File: src/rtl/core/bzd_pkg.sv
// Shared constants and codes for the cubic Bezier derivative evaluator.
package bzd_pkg;

   // Fixed field widths of the ports.
   localparam int CMD_W     = 3;
   localparam int PARAM_W   = 18;
   localparam int OUT_W     = 28;
   localparam int CFG_W     = 60;
   localparam int CSR_IDX_W = 2;

   // One lane for each of x, y and z.
   localparam int LANES = 3;

   // Headroom of the polynomial coefficients over the coordinate width.
   localparam int COEF_EXTRA = 6;

   localparam logic [OUT_W-1:0] OUT_MAX = {1'b0, {(OUT_W-1){1'b1}}};
   localparam logic [OUT_W-1:0] OUT_MIN = {1'b1, {(OUT_W-1){1'b0}}};

   // Derivative order; the remaining codes give a zero vector.
   typedef enum logic [CMD_W-1:0] {
      ORD_POS  = 3'd0,
      ORD_VEL  = 3'd1,
      ORD_ACC  = 3'd2,
      ORD_JERK = 3'd3
   } order_type;

   // Configuration register indexes.
   typedef enum logic [CSR_IDX_W-1:0] {
      REG_POINT_ZERO  = 2'd0,
      REG_POINT_ONE   = 2'd1,
      REG_POINT_TWO   = 2'd2,
      REG_POINT_THREE = 2'd3
   } csr_reg_type;

endpackage

File: src/rtl/core/bzd_mac.sv
// One Horner step for all lanes: acc * s + addend, split into two partial products.
module bzd_mac #(
   parameter int AW = 26,
   parameter int SW = 17,
   parameter int OW = 43
) (
   input  logic                 clock,
   input  logic                 reset,
   input  logic                 valid_in,
   input  logic [SW-1:0]        s_in,
   input  logic signed [AW-1:0] acc_in [bzd_pkg::LANES],
   input  logic signed [OW-1:0] add_in [bzd_pkg::LANES],
   output logic                 valid_out,
   output logic [SW-1:0]        s_out,
   output logic signed [OW-1:0] acc_out [bzd_pkg::LANES]
);

   localparam int LO  = AW / 2;
   localparam int HI  = AW - LO;
   localparam int PLW = LO + SW;
   localparam int PHW = HI + SW + 1;

   logic                 valid_a_ff, valid_a_in;
   logic [SW-1:0]        s_a_ff, s_a_in;
   logic [PLW-1:0]       pp_lo_ff [bzd_pkg::LANES];
   logic [PLW-1:0]       pp_lo_in [bzd_pkg::LANES];
   logic signed [PHW-1:0] pp_hi_ff [bzd_pkg::LANES];
   logic signed [PHW-1:0] pp_hi_in [bzd_pkg::LANES];
   logic signed [PHW-1:0] hi_ext [bzd_pkg::LANES];
   logic signed [PHW-1:0] s_ext;
   logic signed [OW-1:0] add_a_ff [bzd_pkg::LANES];
   logic signed [OW-1:0] add_a_in [bzd_pkg::LANES];
   logic                 valid_b_ff, valid_b_in;
   logic [SW-1:0]        s_b_ff, s_b_in;
   logic signed [OW-1:0] acc_b_ff [bzd_pkg::LANES];
   logic signed [OW-1:0] acc_b_in [bzd_pkg::LANES];

   assign s_ext      = {{(PHW-SW){1'b0}}, s_in};
   assign valid_a_in = valid_in;
   assign s_a_in     = s_in;
   assign valid_b_in = valid_a_ff;
   assign s_b_in     = s_a_ff;

   for (genvar l = 0; l < bzd_pkg::LANES; l++) begin : g_lane
      assign hi_ext[l]   = {{(PHW-HI){acc_in[l][AW-1]}}, acc_in[l][AW-1:LO]};
      assign pp_lo_in[l] = PLW'(acc_in[l][LO-1:0]) * PLW'(s_in);
      assign pp_hi_in[l] = hi_ext[l] * s_ext;
      assign add_a_in[l] = add_in[l];
      // The high product is weighted by 2^LO; the sum is exact in OW bits.
      assign acc_b_in[l] = {pp_hi_ff[l][OW-LO-1:0], {LO{1'b0}}}
                         + {{HI{1'b0}}, pp_lo_ff[l]}
                         + add_a_ff[l];
   end

   always_ff @(posedge clock) begin
      if (reset) begin
         valid_a_ff <= 1'b0;
         valid_b_ff <= 1'b0;
      end else begin
         valid_a_ff <= valid_a_in;
         valid_b_ff <= valid_b_in;
      end
   end

   always_ff @(posedge clock) begin
      s_a_ff   <= s_a_in;
      s_b_ff   <= s_b_in;
      pp_lo_ff <= pp_lo_in;
      pp_hi_ff <= pp_hi_in;
      add_a_ff <= add_a_in;
      acc_b_ff <= acc_b_in;
   end

   assign valid_out = valid_b_ff;
   assign s_out     = s_b_ff;
   assign acc_out   = acc_b_ff;

endmodule

File: config.mk
export PLATFORM = sky130hd
export DESIGN_NAME = bzd_mac
export DESIGN_NICKNAME = d
export VERILOG_FILES = /design/src/rtl/core/bzd_pkg.sv /design/src/rtl/core/bzd_mac.sv
export SDC_FILE = /design/constraint.sdc
export NUM_CORES = 2
export LEC_CHECK = 0
export ABC_CLOCK_PERIOD_IN_PS = 6750
export CORE_MARGIN = 8
export CORE_UTILIZATION = 46
export CTS_BUF_LIST = sky130_fd_sc_hd__clkbuf_16
export CTS_CLUSTER_DIAMETER = 50
export CTS_CLUSTER_SIZE = 16
export DETAILED_ROUTE_END_ITERATION = 7
export DONT_BUFFER_PORTS = 1
export PLACE_DENSITY = 0.59
export SLEW_MARGIN = 5
export SYNTH_ARGS = -nofsm -noshare
export SYNTH_HDL_FRONTEND = slang
export SYNTH_SLANG_ARGS = --single-unit
File: constraint.sdc
create_clock -name clock -period 6.75 [get_ports clock]
set_input_delay 0.3375 -clock clock [delete_from_list [all_inputs] [get_ports clock]]
set_output_delay 0.3375 -clock clock [all_outputs]
set_load 0.02 [all_outputs]
==> flow_summary.json <==
{
  "place_inst": 7963,
  "fp-row-count": 133,
  "synth_area_leaders": "fa_1 (34%), dfxtp_1 (16%), ha_1 (15%)",
  "track_usage_pct": 21.3,
  "num_io_pins": 374,
  "route.met3.wl_um": 8550,
  "fin_crit_ns": 5.26,
  "slew_viol_final": 0,
  "drive_gt1_share_pct": 2.49,
  "ys_types": 83,
  "status": "finished clean",
  "cp_common_cell": "fa_1",
  "drt_first_pass_iters": 5,
  "synth-seq-area-share_pct": 15.6,
  "setup_tns_ns": 0,
  "path_cells": "and2_1 > fa_1 > inv_1 > fa_1 > inv_1 > fa_1 > inv_1 > fa_1 > inv_1 > fa_1 > ha_1 > ha_1 > nand3_1 > a21oi_1 > a2111oi_1 > o21ai_0 > a41o_1 > a21oi_1 > o31ai_1 > a21oi_1 > xnor2_1",
  "coreArea_um2": 131000,
  "synth_edf_count": 0,
  "cp_max_fo": 79,
  "instances_no_fill": 8267,
  "yosys_warnings": 0,
  "cts_max_level": 3,
  "netlist_area_um2": 60800,
  "ys_async_sr_fraction_pct": 0,
  "synth_top_area_share_pct": 34.4,
  "root_buffer": "clkbuf_16",
  "die_area_um2": 144000,
  "pre_cts_ws_ns": 0.802,
  "rsz0062_at_grt": "false",
  "dp_hpwl_um": 114000,
  "cts_buffers": 69,
  "drt_iter0_markers": 1931,
  "tightest_slew_ns": 0.857,
  "portBuffers": 0,
  "worst_setup_path_start_kind": "input pin",
  "antenna_found_initial": 3,
  "cp_top_family": "adder cells",
  "synth.most_common_cell": "inv_1",
  "layout_setup_ws_ns": 1.49,
  "postSynthNetCount": 8465,
  "worst_path_max_delay_cell": "fa_1",
  "setup_violations": 0,
  "synthFlopType": "dfxtp_1",
  "viasPerCell": 5.21,
  "syn_inst": 6471,
  "grt_pass1_vias": 46200,
  "grt_max_degree": 80,
  "cts_sinks": 474,
  "cp.required_ns": 7.30,
  "cp_data_arrival_time_ns": 5.82,
  "dr_total_vias": 43100,
  "ant_nets": 0,
  "hold_viol": 0,
  "r2r_slack_ns": 2.75,
  "gp_congestion": 0.896,
  "ys_ff_latch": 474,
  "clk_pin_slew_ns": 0.06,
  "crit_path_end_kind": "register",
  "worstSkewPairLatency_ns": 0.67,
  "clock.fmax_mhz": 190,
  "ys_top_cells_by_count": "inv_1 (1130), fa_1 (1044), nand2_1 (854)",
  "m1WireLength_um": 68600,
  "yosys.area.top_type": "fa_1",
  "clockBufferDepth": 3,
  "wl_per_cell_um": 18.5,
  "hp-class": "in -> reg",
  "fin_skew_ns": 0.0358,
  "critPathMaxStageDelay_ns": 0.53,
  "start_util_pct": 46.3,
  "syn-mean-instance-area_um2": 9.40,
  "grt_pass1_wl_um": 249000,
  "area_growth_pct": 8.72,
  "drcViolationCount": 0,
  "routed.top_layer": "met4",
  "slew_headroom_pct": 42.2,
  "min_period_over_period_pct": 78.0,
  "cts_resized": 0,
  "routed_wl_um": 153000,
  "route.met2.wl_um": 72300,
  "cts_tree": "built",
  "finish.net_count": 8440,
  "path_class": "in -> reg",
  "path_buf_inv": 4,
  "dieHeight_um": 380,
  "max-cap-violations": 0,
  "hold_slack_ns": 0.0624,
  "grt.overflow.total": 0,
  "nFillCells": 12300,
  "die_w_um": 380
}
final cells by class:
cell class | count | area [um2] | area share [%]
diodes | 10 | 25.0 | 0.0378
clock buffers | 69 | 1730 | 2.61
clock inverters | 58 | 654 | 0.989
inverters | 1130 | 4240 | 6.41
multi-input cells | 4600 | 46100 | 69.7
flip-flops and latches | 474 | 9490 | 14.3
well taps | 1755 | 2200 | 3.32
repair buffers | 171 | 1720 | 2.60
timing repair:
action,in CTS,in global routing
hold buffers,167,0
setup buffers,0,0
endpoints found under the hold margin,164,0
metal layers:
metal | vias up | global-route usage [%]
li1 | 20100 | -
met1 | 21800 | 28.2
met2 | 1019 | 35.8
met3 | 199 | 3.99
met4 | 0 | 5.47
met5 | - | 0
worst paths after layout:
check,startpoint,depth (start not counted),to
worst max-delay path,s_in[7],21,pp_hi_ff[91]$_DFF_P_
worst max register to register,pp_lo_ff[61]$_DFF_P_,12,acc_out[127]$_DFF_P_
worst min-delay path,acc_in[77],3,pp_hi_ff[91]$_DFF_P_
worst min register to register,s_a_ff[1]$_DFF_P_,0,s_out[1]$_DFF_P_
worst reg2reg max path, stage by stage (launching register included):
cell and delay [ns]:
dfxtp_1 0.31, ha_1 0.29, ha_1 0.23, fa_1 0.49, a211oi_1 0.26, nor2_1 0.12
o21ai_1 0.50, o211a_1 0.32, o31ai_1 0.19, a311oi_1 0.67, o21ai_0 0.18, a21oi_1 0.22
xnor2_1 0.14
cells in the final DEF, fill, tap and decap left out, types with 75 or more instances in the layout:
master,Yosys,layout
inv_1,1130,1131
fa_1,1044,1044
nand2_1,854,854
ha_1,723,723
and2_1,553,553
dfxtp_1,474,474
a21oi_1,231,231
xnor2_1,191,191
dlygate4sd3_1,0,165
a21o_1,139,139
nor2_1,137,137
o21ai_0,110,110
xor2_1,75,75
metrics by stage:
step	instance area (um2)	utilization (%)
detailed placement	62000	47.3
finish	66100	50.4
global route	66100	50.4
global placement	62000	47.3
CTS	66100	50.4
floorplan	60800	-
cells by family (layout without fill, tap and decap cells):
logic type,after synthesis,in the layout,share of synthesized area (%)
mux,1,1,0.0165
flops,474,474,15.6
buf+inv,1397,1428,8.64
simple gates,1818,1818,14.5
xor+xnor,266,266,3.83
fa+ha+maj,1767,1767,49.2
other cells,0,10,0
compound gates,748,748,8.16
registers in the layout (all words and copies together), names as in the netlist:
name / flops
add_a_ff: 129
acc_out: 129
s_out: 17
pp_lo_ff: 90
valid_out: 1
pp_hi_ff: 90
valid_a_ff: 1
s_a_ff: 17
Power is not shown: default switching activity piles up to over one toggle a cycle in this logic, so the estimate is an artifact.
