==> config.mk <==
export PLATFORM = sky130hd
export DESIGN_NAME = bzd_coef
export DESIGN_NICKNAME = d
export VERILOG_FILES = /design/src/rtl/core/bzd_pkg.sv /design/src/rtl/core/bzd_coef.sv
export SDC_FILE = /design/constraint.sdc
export NUM_CORES = 1
export LEC_CHECK = 0
export BUFFER_PORTS_ARGS = -buffer_cell sky130_fd_sc_hd__buf_4
export CAP_MARGIN = 25
export CORE_ASPECT_RATIO = 0.75
export CORE_MARGIN = 4
export CORE_UTILIZATION = 53
export CTS_CLUSTER_DIAMETER = 100
export DETAILED_ROUTE_END_ITERATION = 12
export GPL_TIMING_DRIVEN = 0
export PLACE_DENSITY_LB_ADDON = 0.25
export SETUP_SLACK_MARGIN = 0.15
export SLEW_MARGIN = 25
export SYNTH_ARGS = -nofsm -noshare
export SYNTH_HDL_FRONTEND = slang
export SYNTH_SLANG_ARGS = --single-unit
export TNS_END_PERCENT = 100
==> constraint.sdc <==
create_clock -name clock -period 5.5 [get_ports clock]
set_input_delay 0.55 -clock clock [delete_from_list [all_inputs] [get_ports clock]]
set_output_delay 0.55 -clock clock [all_outputs]
set_load 0.05 [all_outputs]
==> src/rtl/core/bzd_pkg.sv <==
// Shared constants and codes for the cubic Bezier derivative evaluator.
package bzd_pkg;

   // Fixed field widths of the ports.
   localparam int CMD_W     = 3;
   localparam int PARAM_W   = 18;
   localparam int OUT_W     = 28;
   localparam int CFG_W     = 60;
   localparam int CSR_IDX_W = 2;

   // One lane for each of x, y and z.
   localparam int LANES = 3;

   // Headroom of the polynomial coefficients over the coordinate width.
   localparam int COEF_EXTRA = 6;

   localparam logic [OUT_W-1:0] OUT_MAX = {1'b0, {(OUT_W-1){1'b1}}};
   localparam logic [OUT_W-1:0] OUT_MIN = {1'b1, {(OUT_W-1){1'b0}}};

   // Derivative order; the remaining codes give a zero vector.
   typedef enum logic [CMD_W-1:0] {
      ORD_POS  = 3'd0,
      ORD_VEL  = 3'd1,
      ORD_ACC  = 3'd2,
      ORD_JERK = 3'd3
   } order_type;

   // Configuration register indexes.
   typedef enum logic [CSR_IDX_W-1:0] {
      REG_POINT_ZERO  = 2'd0,
      REG_POINT_ONE   = 2'd1,
      REG_POINT_TWO   = 2'd2,
      REG_POINT_THREE = 2'd3
   } csr_reg_type;

endpackage

==> src/rtl/core/bzd_coef.sv <==
// Power-basis coefficients of one coordinate lane, selected by derivative order.
module bzd_coef #(
   parameter int COORD_BITS = 20
) (
   input  logic                                      clock,
   input  logic signed [COORD_BITS-1:0]              pt0,
   input  logic signed [COORD_BITS-1:0]              pt1,
   input  logic signed [COORD_BITS-1:0]              pt2,
   input  logic signed [COORD_BITS-1:0]              pt3,
   input  logic [bzd_pkg::CMD_W-1:0]                 cmd,
   output logic signed [COORD_BITS+bzd_pkg::COEF_EXTRA-1:0] c0,
   output logic signed [COORD_BITS+bzd_pkg::COEF_EXTRA-1:0] c1,
   output logic signed [COORD_BITS+bzd_pkg::COEF_EXTRA-1:0] c2,
   output logic signed [COORD_BITS+bzd_pkg::COEF_EXTRA-1:0] c3
);

   localparam int CW = COORD_BITS + bzd_pkg::COEF_EXTRA;
   localparam int XW = bzd_pkg::COEF_EXTRA;

   logic signed [CW-1:0] p0e, p1e, p2e, p3e;
   logic signed [CW-1:0] d10, s2, d12;
   logic signed [CW-1:0] a1_in, a2_in, a3_in, p0_in;
   logic signed [CW-1:0] a1_ff, a2_ff, a3_ff, p0_ff;
   logic signed [CW-1:0] a3x6;
   logic signed [CW-1:0] c0_in, c1_in, c2_in, c3_in;
   logic signed [CW-1:0] c0_ff, c1_ff, c2_ff, c3_ff;

   assign p0e = {{XW{pt0[COORD_BITS-1]}}, pt0};
   assign p1e = {{XW{pt1[COORD_BITS-1]}}, pt1};
   assign p2e = {{XW{pt2[COORD_BITS-1]}}, pt2};
   assign p3e = {{XW{pt3[COORD_BITS-1]}}, pt3};

   // a1 = 3(P1-P0), a2 = 3(P0-2P1+P2), a3 = P3-3P2+3P1-P0.
   assign d10   = p1e - p0e;
   assign s2    = p0e - (p1e <<< 1) + p2e;
   assign d12   = p1e - p2e;
   assign a1_in = d10 + (d10 <<< 1);
   assign a2_in = s2 + (s2 <<< 1);
   assign a3_in = (p3e - p0e) + d12 + (d12 <<< 1);
   assign p0_in = p0e;

   assign a3x6 = (a3_ff <<< 1) + (a3_ff <<< 2);

   always_comb begin
      c0_in = '0;
      c1_in = '0;
      c2_in = '0;
      c3_in = '0;
      unique case (cmd)
         bzd_pkg::ORD_POS: begin
            c0_in = p0_ff;
            c1_in = a1_ff;
            c2_in = a2_ff;
            c3_in = a3_ff;
         end
         bzd_pkg::ORD_VEL: begin
            c0_in = a1_ff;
            c1_in = a2_ff <<< 1;
            c2_in = a3_ff + (a3_ff <<< 1);
         end
         bzd_pkg::ORD_ACC: begin
            c0_in = a2_ff <<< 1;
            c1_in = a3x6;
         end
         bzd_pkg::ORD_JERK: begin
            c0_in = a3x6;
         end
         default: begin
            c0_in = '0;
         end
      endcase
   end

   always_ff @(posedge clock) begin
      a1_ff <= a1_in;
      a2_ff <= a2_in;
      a3_ff <= a3_in;
      p0_ff <= p0_in;
      c0_ff <= c0_in;
      c1_ff <= c1_in;
      c2_ff <= c2_in;
      c3_ff <= c3_in;
   end

   assign c0 = c0_ff;
   assign c1 = c1_ff;
   assign c2 = c2_ff;
   assign c3 = c3_ff;

endmodule

==> results of run 1 <==
-- worst reg2reg max path: stages, from the launching register on --
cell                       delay (ns)
sky130_fd_sc_hd__dfxtp_1         0.38
sky130_fd_sc_hd__ha_1            0.28
sky130_fd_sc_hd__fa_1            0.43
sky130_fd_sc_hd__a211oi_1        0.26
sky130_fd_sc_hd__nor2_2          0.11
sky130_fd_sc_hd__o211ai_2        0.26
sky130_fd_sc_hd__a21boi_2        0.12
sky130_fd_sc_hd__o41ai_4         0.34
sky130_fd_sc_hd__o311ai_2        0.19
sky130_fd_sc_hd__a21o_1          0.21
sky130_fd_sc_hd__a21o_1          0.22
sky130_fd_sc_hd__a221o_1         0.37
-- how the worst max path moves through the flow --
| stage | from | slack, ns | end | depth (start not counted) |
|---|---|---|---|---|
| 6_report | pt1[0] | 0.35 | a3_ff[19] | 27 |
| 5_1_grt | pt2[1] | 0.12 | a3_ff[22] | 23 |
| 4_1_cts | pt1[0] | 0.20 | a3_ff[21] | 27 |
| 3_5_place_dp | pt1[0] | -0.59 | a3_ff[21] | 27 |
| 3_3_place_gp | pt1[0] | -0.53 | a3_ff[21] | 27 |
| 2_1_floorplan | pt1[0] | 0.16 | a3_ff[21] | 26 |
-- timing repair --
item	CTS	global route
setup buffers	3	3
gates cloned	0	0
pin swaps	4	12
hold buffers	0	0
setup endpoints to repair	3	4
resized for setup	9	15
-- final cells by class --
cell class              instances  area share
multi-input cells            1074      0.5598
repair buffers                192     0.08805
plain buffers                  28    0.007338
well taps                     338     0.02584
clock inverters                14     0.01062
inverters                     212     0.04877
clock buffers                  17     0.02599
flip-flops and latches        191      0.2336
-- stage by stage --
step,area (sq um),hold WS (ns)
3_5_place_dp,15610,0.4345
4_1_cts,16280,0.2289
2_1_floorplan,13790,0.4198
6_report,16370,0.2375
3_3_place_gp,15610,0.4291
5_1_grt,16370,0.2262
-- cell families after synthesis --
family,synth area share
muxes,0.03306
AOI/OAI and AO/OA,0.1954
and+or+nand+nor,0.1142
buffers and inverters,0.06649
DFF,0.2776
xor gates and xnor gates,0.07884
adders and majority gates,0.2345
-- sequential cells by signal, indices dropped and copies added (netlist names) --
name,flops
a1_ff,23
a2_ff,25
a3_ff,23
c0,26
c1,26
c2,25
c3,23
p0_ff,20
-- layout by cell type (no fill, tap or decap), drive strengths merged, types with 16 or more instances in the layout --
cell,count
ha,151
nor2b,32
and2,29
o21ai,60
nor2,86
xor2,42
dfxtp,191
fa,67
a21oi,115
o21a,20
clkbuf,39
inv,218
a21o,44
a22o,31
or3,19
nand2b,22
nor3,21
xnor2,82
nand2,61
nand3,16
buf,198
-- layer usage --
layer  global-route usage  vias up  routed length [um]
met1               0.3950     5439               18680
met2               0.3919      494               16080
met3              0.03258       49                2873
li1                     -     5640                   -
met4              0.06149        0                 722
met5                    0        -                   0
-- report_power, final --
group	internal, mW	total (mW)	switching (mW)	leakage (nW)
sequential	1.93	2.28	0.352	1.59
clock	0.687	1.24	0.549	0.286
combinational	2.75	6.88	4.13	6.09
==> results, run 1 <==
- The worst-case reg-to-reg path depth is 11.
- The relative max-transition margin is 0.4147.
- The first global-routing pass estimated a little under 60000 um of wire.
- Setup violations remaining at the end of the flow were counted as 0.
- The worst setup path is captured at a register.
- Before antenna repair, the detailed router went through 5 iterations.
- The worst setup slack for register-to-register paths is around 2.2 ns.
- The initial core utilization is 0.5450.
- For this run, the slowest stage of the critical path takes 0.50 ns.
- The multi-input combinational cells in the finished layout cover a total of between 9000 and 10000 sq um.
- The footprint of the flip-flops and latches is around 3800 sq um.
- By count the netlist is led by 211 x sky130_fd_sc_hd__inv_1, 191 x sky130_fd_sc_hd__dfxtp_1, 151 x sky130_fd_sc_hd__ha_1.
- The power per cell area is 635.1 nW/um^2.
- Compared with the post-synthesis result, the final layout area differs by 18.83%.
- The worst setup path is launched from a primary input.
- The post-detailed-route count of antenna-violating nets is 0.
- OpenSTA, run right after detailed placement, puts the worst setup slack at -0.5916 ns.
- At the end of routability-driven placement, the weighted congestion stood at 0.9749.
- The total power of the final layout is a little over 10 mW.
- The global routing usage summed across all routing layers is 0.2588.
- The share of flip-flops with an asynchronous set or reset after synthesis is 0.
- The cell type of the slowest stage on the worst timing path is sky130_fd_sc_hd__fa_1.
- In this run the tool buffered the top-level ports with 186 buffer cells.
- The final clock period utilization by the worst path is 0.9357.
- The synthesis warning total is 0.
- The class of the worst hold path is in -> reg.
- By area the synthesized netlist is led by sky130_fd_sc_hd__dfxtp_1 28%, sky130_fd_sc_hd__ha_1 14%, sky130_fd_sc_hd__fa_1 9.7%.
- The clock tree synthesis step divided the H-tree into 4 levels.
- The critical path contains buffers and inverters numbering 6 combined.
- During I/O placement, the number of pins put on the boundary was 188.
- Among cell families on the critical path, the largest total delay comes from adder cells.
- The filler cells instantiated in the layout total between 2000 and 2500.
- Counting flops and latches in the post-synthesis netlist gives about 190.
- In this run, synthesis inferred 0 flip-flops with an integrated enable.
- In this run, distinct cell masters in the synthesized netlist total 77.
- The half-perimeter wire length after placement is 32470 um.
- The worst min-delay path endpoint is p0_ff[16].
- The longest clock path from root to sink contains 2 buffers.
- The die is 147.6 um tall.
- Of the cells placed in the final design, the portion with a size suffix greater than 1 is 0.1644.
- The count of endpoints failing hold in the final timing report was 0.
- The worst setup path is of the in -> reg kind.
- Clock-pin slew was measured on the worst setup and hold paths at 0.07 ns.
- The violation count after the first detailed-routing iteration is ~1100.
- The least setup slack across all paths after layout is 0.3535 ns.
- The number of antenna violations at the first check in global routing is 0.
- Setup repair after global routing left no endpoint under its margin.
- For this run, the leading register cell type out of synthesis is sky130_fd_sc_hd__dfxtp_1.
- The mean number of vias per cell is between 5 and 6.
- The share of the synthesized area in the top cell type is 0.2776.
- The largest fanout on the critical path is 4.
- IR analysis of the VDD net gives a maximum drop of 0.3976 mV.
- After detailed routing, the average wire length per cell comes to about 19 um.
- For the pin with the worst max-slew slack, the measured transition is 0.8779 ns.
- The launch instance of the worst register-to-register path is a3_ff[1].
- Data on the critical path arrives at its endpoint at 5.50 ns.
- Measured along the x axis, the die boundary spans 194.2 um.
- The clock sink count is about 190.
- The largest total area in the synthesized netlist belongs to sky130_fd_sc_hd__dfxtp_1.
- The antenna cell count is 0.
- TritonCTS built the clock tree.
- The highest clock rate is 194.3 MHz.
- The buffer type at the clock tree root is sky130_fd_sc_hd__clkbuf_16.
- The number of instances in the placed design is 2029.
- Synthesis produced a netlist whose cell count is 1505.
- The worst register-to-register path ends at c0[24].
- The count of final max-slew check failures is 0.
- The total clock buffers created by CTS is 17.
- In this run the mean area of a mapped cell was 9.153 sq um.
- The total congestion overflow is 0.
- The cell area after technology mapping is about 14000 sq um.
- The number of rows in the core area is 50.
- The most repeated cell in the gate-level netlist after synthesis is sky130_fd_sc_hd__inv_1.
- The aggregate negative setup slack is 0 ns.
- The register area share after synthesis is 0.2776.
- The core region is 25270 sq um.
- Entering global routing, the biggest net connects 19 pins.
- The worst hold path begins at pt0[16].
- The analysis attributes to cell leakage a power of roughly 8.0 nW.
- Summed over all layers, the routed wires come to 38360 um.
- The required time at the worst-slack endpoint is 5.86 ns.
- The filler-free cell count of the finished design is 2066.
- The via count of the first global-routing pass came to 11220.
- The floorplan step defined a die boundary enclosing roughly 29000 sq um.
- The flow ran to the end, and the final reports show no timing, DRC or antenna violations.
- The clock reaches the later pin of the worst-skew pair after 0.43 ns.
- The clock period could shrink to 5.146 ns.
- The routed layout has 11620 vias.
- Counting instances, the worst hold path has a depth of 1.
- The post-detailed-route DRC marker count is 0.
- The total nets after synthesis is 1807.
- Max-cap violations in this run came to 0.
- Between clock sinks in the finished design, the worst skew comes to 0.009704 ns.
- At the end of the flow the core is filled with cells to 0.6477.
- The net count of the finished layout is 2018.
Note: power is estimated with default switching activity, not from simulation.
==> inputs of run 2 (changes only) <==
--- a/config.mk
+++ b/config.mk
@@ -13,7 +13,9 @@
 export CTS_CLUSTER_DIAMETER = 100
 export DETAILED_ROUTE_END_ITERATION = 12
 export GPL_TIMING_DRIVEN = 0
+export MAX_ROUTING_LAYER = met4
 export PLACE_DENSITY_LB_ADDON = 0.25
+export REMOVE_ABC_BUFFERS = 1
 export SETUP_SLACK_MARGIN = 0.15
 export SLEW_MARGIN = 25
 export SYNTH_ARGS = -nofsm -noshare
==> results, run 2 (synthesis results as in run 1) <==
- The total clock buffers created by CTS is 17 (unchanged).
- The worst setup path is launched from a primary input.
- The via count is 11430 (-1.7%).
- The relative area change from synthesis to final layout is 18.34%.
- The mean number of vias per cell is 5.594 (-0.55%).
- The first-pass iteration count of the detailed router came to 6 (+1).
- The most frequent standard cell in the layout excluding fill and tap cells is sky130_fd_sc_hd__inv_1.
- The worst clock skew is 0.01227 ns (+0.002566 ns).
- The total power of the final layout is 10.25 mW (-1.5%).
- The class of the worst hold path is in -> reg.
- The net count of the finished layout came to 1994 (-1.2%).
- The detailed-route wire length is 36270 um (-5.5%).
- The aggregate negative setup slack came to 0 ns (unchanged).
- Setup repair after global routing left no endpoint under its margin.
- The maximum root-to-sink buffer count is 2 (unchanged).
- The required time at the worst-slack endpoint is 5.83 ns (-0.03 ns).
- The arrival time of the worst setup path is 5.51 ns (about the same).
- The largest net degree at the start of global routing came to 42 (+23).
- The die extent in x came to 194.2 um (unchanged).
- The ratio of cells with drive above 1 in the final layout is 0.1648 (+0.0004575).
- The largest voltage drop on the vdd net came to 0.3459 mV (-13%).
- The count of final max-slew check failures is 0 (unchanged).
- The post-detailed-route count of antenna-violating nets is 0 (unchanged).
- The filler-free cell count of the finished design was 2043 (-1.1%).
- The die area is 28660 sq um (unchanged).
- The hold buffer count at cts came to 0 (unchanged).
- The post-route worst hold slack is 0.2273 ns (-0.01019 ns).
- The max capacitance violation total is 0 (unchanged).
- The antenna cell count is 0 (unchanged).
- The least setup slack across all paths after layout is 0.3248 ns (-0.02879 ns).
- The clock sink count is 191 (unchanged).
- The number of instances in the placed design was 2006 (-1.1%).
- The routability-driven placement congestion ratio came to 0.9486 (-2.7%).
- The count of endpoints failing hold in the final timing report is 0 (unchanged).
- The standby leakage power is 7.951 nW (-0.19%).
- The critical path is of the in -> reg type.
- The flow ran to the end, and the final reports show no timing, DRC or antenna violations.
- The later-pin clock latency in the skew report is 0.44 ns (about the same).
- The worst setup path is captured at a register.
- The core box area was 25270 sq um (unchanged).
- The final clock period utilization by the worst path was 0.9410 (+0.005234).
- The number of rows in the core area is 50 (unchanged).
- The largest fanout on the critical path is 7 (+3).
- The total congestion overflow is 0 (unchanged).
- The post-detailed-route DRC marker count came to 0 (unchanged).
- The shortest clock period the worst path allows after layout is 5.175 ns (+0.02879 ns).
- The final count of negative-setup-slack endpoints is 0 (unchanged).
- The routed length per instance came to 17.75 um (-4.4%).
- The via count of the first global-routing pass was 11100 (-0.99%).
- The tree is rooted in a sky130_fd_sc_hd__clkbuf_16.
- The global routing usage summed across all routing layers is 0.2590 (about the same).
- The clock-pin transition on the worst setup and hold timing paths was 0.08 ns (about the same).
- The number of buffers inserted by port buffering came to 187 (+0.54%).
- TritonCTS built the clock tree.
- The number of antenna violations at the first check in global routing is 0 (unchanged).
- The floorplan die height is 147.6 um (unchanged).
- The power per cell area was 628.5 nW/um^2 (-1.1%).
- The global-route wire length before repair came to 58270 um (-2.1%).
- The measured slew at the worst slew-check pin came to 1.048 ns (+0.1698 ns).
- The highest clock rate is 193.2 MHz (-0.56%).
- The top cell types in the final layout, fill and taps aside, are 210 x sky130_fd_sc_hd__inv_1, 192 x sky130_fd_sc_hd__buf_4, 191 x sky130_fd_sc_hd__dfxtp_1.
- The initial core utilization is 0.5450 (unchanged).
- The worst slack at placement is -0.8336 ns (-0.2420 ns).
- The violation count after the first detailed-routing iteration is 1094 (-0.82%).
- The half-perimeter wire length after placement is 30180 um (-7.1%).
- The count of boundary I/O pins came to 188 (unchanged).
- The relative max-transition margin is 0.2989 (-0.1158).
- The H-tree depth reported by CTS is 4 (unchanged).
run 2: cell types whose count changed in the layout (fill, tap and decap cells not counted), moves of 3 or more:
cell / previous run / this run
sky130_fd_sc_hd__clkinv_8: 0 / 4
sky130_fd_sc_hd__clkbuf_1: 22 / 0
sky130_fd_sc_hd__clkinvlp_4: 3 / 0
sky130_fd_sc_hd__buf_4: 196 / 192
sky130_fd_sc_hd__inv_6: 2 / 7
run 2: area by class of cell:
class | instances | area, sq um
Sequential cell | 191 | 3824
Clock inverter | 14 | 160.2
Inverter | 212 | 795.8
Clock buffer | 18 | 439.2
Timing Repair Buffer | 196 | 1528
Tap cell | 338 | 422.9
Fill cell | 2102 | 8972
Multi-Input combinational cell | 1074 | 9133
run 2: report_power, final:
part,switching [mW],leakage (nW),internal [mW]
clock,0.594,0.294,0.625
sequential,0.328,1.59,1.93
combinational,4.05,6.07,2.72
total,4.98,7.95,5.27
run 2: stage by stage:
step,cell area [sq um],util
after floorplan,13660,-
after global placement,15480,0.6126
after CTS,16250,0.6429
final,16300,0.6450
after global routing,16300,0.6450
after detailed placement,15580,0.6165
run 2: layer usage:
layer  share of wire  track usage  vias up
met1            0.50       0.3931     5352
met2            0.40       0.3671      468
met5               0            -        -
met3           0.083      0.03281       41
li1                -            -     5568
met4           0.018      0.06219        0
run 2: critical path, stage by stage:
cell and delay, ns:
sky130_fd_sc_hd__buf_4 0.11, sky130_fd_sc_hd__inv_1 0.12, sky130_fd_sc_hd__ha_1 0.33, sky130_fd_sc_hd__a21o_1 0.23, sky130_fd_sc_hd__nor3_1 0.23, sky130_fd_sc_hd__o2111ai_2 0.22, sky130_fd_sc_hd__a31oi_1 0.21, sky130_fd_sc_hd__nor2b_1 0.09
sky130_fd_sc_hd__or2_2 0.31, sky130_fd_sc_hd__xor2_1 0.19, sky130_fd_sc_hd__fa_1 0.49, sky130_fd_sc_hd__inv_1 0.05, sky130_fd_sc_hd__fa_1 0.50, sky130_fd_sc_hd__inv_1 0.04, sky130_fd_sc_hd__ha_1 0.34, sky130_fd_sc_hd__a21oi_2 0.18
sky130_fd_sc_hd__inv_1 0.09, sky130_fd_sc_hd__or3_1 0.29, sky130_fd_sc_hd__or3_1 0.34, sky130_fd_sc_hd__and3_1 0.19, sky130_fd_sc_hd__o21ai_1 0.15, sky130_fd_sc_hd__o21ai_0 0.11, sky130_fd_sc_hd__xor2_1 0.15
run 2: worst paths after layout:
path	cells after the start	slack, ns	end	startpoint
setup / recovery	23	0.32	a3_ff[21]	pt2[11]
hold / removal	1	0.23	p0_ff[2]	pt0[2]
setup reg to reg	11	2.27	c0[14]	a3_ff[0]
hold reg to reg	1	0.46	c0[0]	p0_ff[0]
run 2: what timing repair did:
action | 4_1_cts | 5_1_grt
endpoints found under the hold margin | 0 | 0
resized for setup | 10 | 6
endpoints found under the setup margin | 3 | 2
setup buffers | 3 | 2
pin swaps | 3 | 6
==> inputs of run 3 (changes only) <==
--- a/config.mk
+++ b/config.mk
@@ -15,6 +15,7 @@
 export GPL_TIMING_DRIVEN = 0
 export MAX_ROUTING_LAYER = met4
 export PLACE_DENSITY_LB_ADDON = 0.25
+export RECOVER_POWER = 50
 export REMOVE_ABC_BUFFERS = 1
 export SETUP_SLACK_MARGIN = 0.15
 export SLEW_MARGIN = 25
==> results, run 3 (synthesis results as in run 1) <==
- The die area is 28660 sq um (unchanged).
- The worst clock skew came to 0.01127 ns (-0.0009994 ns).
- The shortest clock period the worst path allows after layout is 5.181 ns (+0.005938 ns).
- The violation count after the first detailed-routing iteration came to 1194 (+9.1%).
- The relative max-transition margin is -0.1848 (-0.4837).
- The worst slack at placement is -0.8336 ns (unchanged).
- The later-pin clock latency in the skew report is 0.44 ns (about the same).
- The hold buffer count at cts is 0 (unchanged).
- The count of final max-slew check failures came to 35 (+35).
- Setup repair after global routing left no endpoint under its margin.
- The number of antenna violations at the first check in global routing was 1 (+1).
- The H-tree depth reported by CTS is 4 (unchanged).
- The total clock buffers created by CTS came to 17 (unchanged).
- The count of endpoints failing hold in the final timing report is 0 (unchanged).
- The least setup slack across all paths after layout is 0.3188 ns (-0.005938 ns).
- The worst setup slack for register-to-register paths is 2.26 ns (about the same).
- In this run the most critical hold path is launched from pt0[2].
- The clock-pin transition on the worst setup and hold timing paths was 0.08 ns (about the same).
- The most frequent standard cell in the layout excluding fill and tap cells is sky130_fd_sc_hd__inv_1.
- Relative to the synthesized area, the layout overhead comes to 14.73%.
- The via count is 11480 (+0.43%).
- The maximum root-to-sink buffer count is 2 (unchanged).
- The routability-driven placement congestion ratio is 0.9486 (unchanged).
- The measured slew at the worst slew-check pin is 1.777 ns (+0.7294 ns).
- The number of rows in the core area is 50 (unchanged).
- The detailed-route wire length came to 36390 um (+0.33%).
- The total power of the final layout is 10.05 mW (-1.9%).
- In this run the critical register-to-register path is launched from a3_ff[0].
- The critical path class is in -> reg.
- The sum of routed wire segments on met1 was 18010 um (+0.26%).
- The flow ran to the end, but the final reports show violations.
- The post-detailed-route DRC marker count is 0 (unchanged).
- The root buffer cell chosen for the clock tree is sky130_fd_sc_hd__clkbuf_16.
- The routed length per instance is 17.80 um (+0.28%).
- The floorplan die height came to 147.6 um (unchanged).
- The total length of routed met2 wires came to 14670 um (+0.16%).
- The global-route wire length before repair is 58270 um (unchanged).
- After detailed routing, no signal wire sits above met4.
- The number of buffers inserted by port buffering is 187 (unchanged).
- The worst-case reg-to-reg path depth is 11 (unchanged).
- The TritonCTS clock tree is done.
- The final reports fail on max-capacitance violations, max-slew violations.
- The net count of the finished layout is 1994 (unchanged).
- The count of boundary I/O pins is 188 (unchanged).
- The power per cell area is 636.1 nW/um^2 (+1.2%).
- The largest fanout on the critical path is 7 (unchanged).
- The required time at the worst-slack endpoint was 5.83 ns (about the same).
- The clock sink count is 191 (unchanged).
- The total congestion overflow is 0 (unchanged).
- The final-layout fill cell count is 2236 (+6.4%).
- Leaving out fill and tap cells, the most frequent cells in the layout are 210 x sky130_fd_sc_hd__inv_1, 191 x sky130_fd_sc_hd__dfxtp_1, 149 x sky130_fd_sc_hd__ha_1.
- The signal on the critical path passes through buf_4 > inv_1 > ha_1 > a21o_1 > nor3_1 > o2111ai_2 > a31oi_1 > nor2b_1 > or2_2 > xor2_1 > fa_1 > inv_1 > fa_1 > inv_1 > ha_1 > a21oi_2 > inv_1 > or3_1 > or3_1 > and3_1 > o21ai_1 > o21ai_0 > xor2_1.
- The final count of negative-setup-slack endpoints is 0 (unchanged).
- The highest clock rate is 193.0 MHz (-0.11%).
- The global routing usage summed across all routing layers is 0.2590 (unchanged).
- The mean number of vias per cell is 5.615 (+0.38%).
- The final clock period utilization by the worst path is 0.9420 (+0.001080).
- The cell occurring most often along the worst timing path is sky130_fd_sc_hd__inv_1.
- The initial core utilization came to 0.5450 (unchanged).
- The arrival time of the worst setup path was 5.51 ns (about the same).
- The tightest min-delay check is of the in -> reg type.
- The worst register-to-register path ends at c0[14].
- The largest net degree at the start of global routing was 42 (unchanged).
- The half-perimeter wire length after placement came to 30180 um (unchanged).
- The routed length on met3 is 3061 um (+2.3%).
- The max capacitance violation total is 1 (+1).
- The die extent in x is 194.2 um (unchanged).
- The worst setup path is launched from a primary input.
- The core box area is 25270 sq um (unchanged).
- The worst setup path is captured at a register.
- The first-pass iteration count of the detailed router is 6 (unchanged).
- The cell type of the slowest stage on the worst timing path is sky130_fd_sc_hd__fa_1.
- The instance count along the most critical hold path came to 1 (unchanged).
- The largest voltage drop on the vdd net came to 0.3434 mV (-0.71%).
- The ratio of cells with drive above 1 in the final layout is 0.09032 (-0.07449).
- The standby leakage power was 7.433 nW (-6.5%).
- The post-detailed-route count of antenna-violating nets is 0 (unchanged).
- For hold timing, the worst endpoint is p0_ff[2].
- The delay of the slowest critical-path stage was 0.49 ns (about the same).
- The via count of the first global-routing pass was 11100 (unchanged).
## run 3: worst max path at each step
stage                       start        end  slack [ns]  cells past startpoint
after CTS                  pt1[0]  a3_ff[21]        0.16                     27
after global placement     pt1[0]  a3_ff[21]       -0.75                     27
after floorplan            pt2[2]  a3_ff[21]        0.03                     25
after detailed placement   pt1[0]  a3_ff[21]       -0.83                     27
final                     pt2[11]  a3_ff[21]        0.32                     23
after global routing      pt2[11]  a3_ff[21]        0.14                     23
## run 3: critical path, delay by kind of cell
family / cells / cell delay (ns)
fa+ha+maj: 4 / 1.65
simple gates: 6 / 1.44
buf+inv: 5 / 0.41
compound gates: 6 / 1.10
xor+xnor: 2 / 0.34
## run 3: final cells by class
class	instances	area, sq um	share of cell area
repair buffers	196	1039	0.06571
clock inverters	14	160.2	0.01013
well taps	338	422.9	0.02676
clock buffers	18	439.2	0.02779
multi-input cells	1074	9123	0.5772
inverters	212	795.8	0.05035
diodes	1	2.502	0.0001583
flip-flops and latches	191	3824	0.2419
## run 3: report_power, final
| part | switching, mW | total [mW] | internal (mW) |
|---|---|---|---|
| combinational | 4.06 | 6.59 | 2.52 |
| clock | 0.589 | 1.21 | 0.625 |
| sequential | 0.327 | 2.25 | 1.93 |
## run 3: repair_timing
item	4_1_cts	5_1_grt
endpoints found under the setup margin	3	2
setup buffers	3	2
gates resized for setup	10	6
pin swaps	3	6
hold endpoints to repair	0	0
## run 3: per-layer routing
layer  track usage  vias to the layer above
met5             -                        -
met4       0.06219                        0
met3       0.03281                       40
met2        0.3671                      472
met1        0.3931                     5391
li1              -                     5575
## run 3: metrics by stage
step	hold slack, ns	cells	area, sq um	setup TNS, ns	utilization
3_3_place_gp	0.4243	2002	15480	-1.996	0.6126
6_report	0.2557	2044	15810	0	0.6253
2_1_floorplan	0.4198	1477	13660	0	-
3_5_place_dp	0.4453	2006	15580	-2.483	0.6165
4_1_cts	0.2120	2041	16250	0	0.6429
5_1_grt	0.2346	2044	15810	0	0.6253
